**config.mk**
```make
export PLATFORM = sky130hd
export DESIGN_NAME = sac_ctrl
export DESIGN_NICKNAME = d
export VERILOG_FILES = /design/src/rtl/sac_pkg.sv /design/src/rtl/sac_ctrl.sv
export SDC_FILE = /design/constraint.sdc
export NUM_CORES = 1
export LEC_CHECK = 0
export BUFFER_PORTS_ARGS = -buffer_cell sky130_fd_sc_hd__buf_2
export CAP_MARGIN = 20
export CORE_AREA = 2 2 39 41
export DETAILED_ROUTE_END_ITERATION = 8
export DIE_AREA = 0 0 41 43
export SYNTH_ARGS = -nofsm -noshare
export SYNTH_HDL_FRONTEND = slang
export SYNTH_SLANG_ARGS = --single-unit
```
**constraint.sdc**
```tcl
create_clock -name clk -period 2.6 [get_ports clk]
set_input_delay 0.52 -clock clk [delete_from_list [all_inputs] [get_ports clk]]
set_output_delay 0.52 -clock clk [all_outputs]
set_load 0.02 [all_outputs]
```
**src/rtl/sac_pkg.sv**
```systemverilog
package sac_pkg;

  // operation codes
  localparam logic [1:0] OP_LOAD  = 2'd0;
  localparam logic [1:0] OP_STORE = 2'd1;

  // register indexes on the configuration port
  localparam logic [1:0] REG_POLICY = 2'd0;
  localparam logic [1:0] REG_OFFSET = 2'd1;
  localparam logic [1:0] REG_INDEX  = 2'd2;
  localparam logic [1:0] REG_WAYS   = 2'd3;

  // reset values of the registers
  localparam logic       RST_POLICY = 1'b0;
  localparam logic [3:0] RST_OFFSET = 4'd6;
  localparam logic [3:0] RST_INDEX  = 4'd2;
  localparam logic [3:0] RST_WAYS   = 4'd4;

  // default geometry
  localparam int DEF_MAX_SETS = 256;
  localparam int DEF_MAX_WAYS = 8;

  // address bits in use
  localparam int          ADDR_BITS = 32;
  localparam logic [31:0] ADDR_MASK =
    (ADDR_BITS >= 32) ? 32'hFFFF_FFFF : 32'((64'd1 << ADDR_BITS) - 64'd1);

  typedef enum logic [1:0] {
    ST_IDLE,
    ST_READ,
    ST_UPDATE
  } state_t;

  // controller to datapath commands
  typedef struct packed {
    logic load_item;
    logic read_row;
    logic commit;
  } sac_cmd_t;

  typedef struct packed {
    logic       policy_fifo;
    logic [3:0] offset_width;
    logic [3:0] index_width;
    logic [3:0] ways_in_use;
  } cfg_t;

  function automatic logic [31:0] sat_inc(input logic [31:0] v);
    return (v == 32'hFFFF_FFFF) ? v : v + 32'd1;
  endfunction

endpackage

```
**src/rtl/sac_ctrl.sv**
```systemverilog
module sac_ctrl (
  input  logic              clk,
  input  logic              rst,
  input  logic              in_valid,
  output logic              in_stall,
  output logic              out_valid,
  input  logic              out_stall,
  output sac_pkg::sac_cmd_t cmd
);
  import sac_pkg::*;

  state_t state, state_next;
  logic   out_free;

  assign out_free = !out_valid || !out_stall;
  // nothing is taken while reset is held
  assign in_stall = rst || (state != ST_IDLE);

  always_ff @(posedge clk) begin
    if (rst) begin
      state     <= ST_IDLE;
      out_valid <= 1'b0;
    end else begin
      state <= state_next;
      if (cmd.commit) begin
        out_valid <= 1'b1;
      end else if (!out_stall) begin
        out_valid <= 1'b0;
      end
    end
  end

  always_comb begin
    state_next = state;
    case (state)
      ST_IDLE:   if (in_valid) state_next = ST_READ;
      ST_READ:   state_next = ST_UPDATE;
      ST_UPDATE: if (out_free) state_next = ST_IDLE;
      default:   state_next = ST_IDLE;
    endcase
  end

  always_comb begin
    cmd.load_item = (state == ST_IDLE) && in_valid;
    cmd.read_row  = (state == ST_READ);
    cmd.commit    = (state == ST_UPDATE) && out_free;
  end

endmodule

```
==> metrics.txt <==
status=finished, final reports clean; CTS buffer count=3; Final ANT Viol Nets=0; Buffers on Ports=8; Clock Sinks=3; drt pass-1 iters=1; Die X=41 um; max-cap violation count=0; Synth area leader=dfxtp_1; placed insts=38; Placer Congestion=0.4480; syn avg cell area=9.426 um^2; Area Overhead vs Synth=55.75%; worst-margin pin slew=169.5 ps; most common cell after layout, fill and taps aside=buf_2; I/O pin count=9; Post-CTS Hold Buffers=0; Final Hold Vio Count=0; Setup CP Type=in -> out; RSZ-0062 raised after global routing=false; Fin Hold WS=484.8 ps; largest net degree at the start of global routing=6; WL final=301 um; GRT Total Usage=0.04915; first-pass GRT wire length=427 um; Initial Utilization=0.1022; synth warn=0; Fin Clk Skew=0.7542 ps; Via-to-Cell Ratio=3.286; fin nets=31; Final Non-Filler Cells=42; Placed Area=193.9 um^2; Worst IR Drop VDD=0.08041 mV; complex-gate fraction of the synthesized area=0.1062; Final Cycle Share=0.6188; Simple-Gate Fraction of Synth Area=0.3894; Post-CTS Resized=0; main combinational cell family by area after synthesis=simple AND/OR/NAND/NOR gates; adder-cell share of the synthesized area=0; critical path launch point type=input pin; cells after synthesis=15; total die area=1763 um^2; # diodes=0; vias in the first global route=135; Max Buffers Root-to-Sink=2; DRT iter0 DRCs=0; CTS tree=done; Synth area leaders=dfxtp_1 42%, a21oi_1 11%, nor3b_2 8.8%; Mapped Nets=19; sum of negative setup slack=0 ps; crit path DAT=1090 ps; final setup violation count=0; clk_lat worst skew=230 ps; Post-CTS Setup Repair Bufs=0; fin crit period=1609 ps; post-synth cell types=11; xor and xnor area share after synthesis=0; mux share of post-synthesis cell area=0; max frequency=0.6216 GHz; Die H=43 um; top cell type's share of synthesized area=0.4248; Leakage=0.1064 nW; worst rel slew slack=0.8869; sequential area share after synthesis=0.4248; DR DRC count=0; worst min-delay path class=reg -> reg; CTS clk-pin slew, worst paths=40 ps; CP Capture Type=primary output; post-DR wirelength/cell=7.167 um; fin. max-slew vios=0; Root Driver=clkbuf_4; initial antenna violation count=0; share of cells above drive strength 1=0.5385; CP required=2080 ps; DR vias=138; H-tree depth=1; Max FO, Critical Path=4; synthesis-stage register bit count=3; final instance area=220.2 um^2; Mapped Area=141.4 um^2; num rows=14; Power Density=690.6 nW/um^2; Overflow after GRT=0; core area=1384 um^2; commonest non-fill, non-tap cells in the layout=8 x buf_2, 3 x a21oi_1, 3 x clkbuf_4, 3 x dfxtp_1
==> Yosys cell counts <==
master	count
inv_1	1
nor3b_2	1
nand2b_2	1
nand2b_1	1
dfxtp_1	3
nand2_1	1
and2b_2	1
nand4b_1	1
buf_4	1
a21oi_1	3
or3_1	1
==> layer usage <==
layer	vias to the layer above	part of all wire	global-route usage
met5	-	0	0
met4	0	0	0.08000
met3	0	0.20	0.06283
met2	8	0.42	0.05938
met1	59	0.38	0.01923
li1	71	-	-
==> registers in the layout, summed over array words and instances, names as in the netlist <==
name / flops
out_valid: 1
state: 2
==> power by group <==
group | internal (mW) | total (mW) | switching (mW)
Combinational | 0.00903 | 0.0201 | 0.0110
Clock | 0.0575 | 0.0810 | 0.0235
Sequential | 0.0485 | 0.0510 | 0.00253
Total | 0.115 | 0.152 | 0.0371
==> worst paths after layout <==
check	from	end	slack, ps	cells after the start
max	rst	in_stall	990	3
min	out_valid	out_valid	480	2
max reg2reg	state[0]	state[0]	1850	2
min reg2reg	out_valid	out_valid	480	2
==> area by class of cell <==
type                       count  area (um^2)
multi-input combinational     10        70.07
fill                         168         1164
clock buffer                   4        26.28
timing repair buffer           8        40.04
tap                           16        20.02
inverter                       1        3.754
sequential                     3        60.06
==> metrics by stage <==
stage / setup slack [ps] / utilization / power (mW)
after floorplan: 1157 / - / 0.06535
after global placement: 990.6 / 0.1401 / 0.07181
after detailed placement: 991.1 / 0.1401 / 0.07203
after CTS: 972.9 / 0.1591 / 0.1585
after global routing: 945.1 / 0.1591 / 0.1642
final: 991.2 / 0.1591 / 0.1521
==> cell families after synthesis <==
family	after synthesis
compound gates	3
buf+inv	2
flops	3
simple gates	7
==> critical path, cell delays in order <==
cell	delay, ps
buf_2	120
or3_1	290
buf_2	160
No activity file was read; power rests on OpenSTA's default activity.
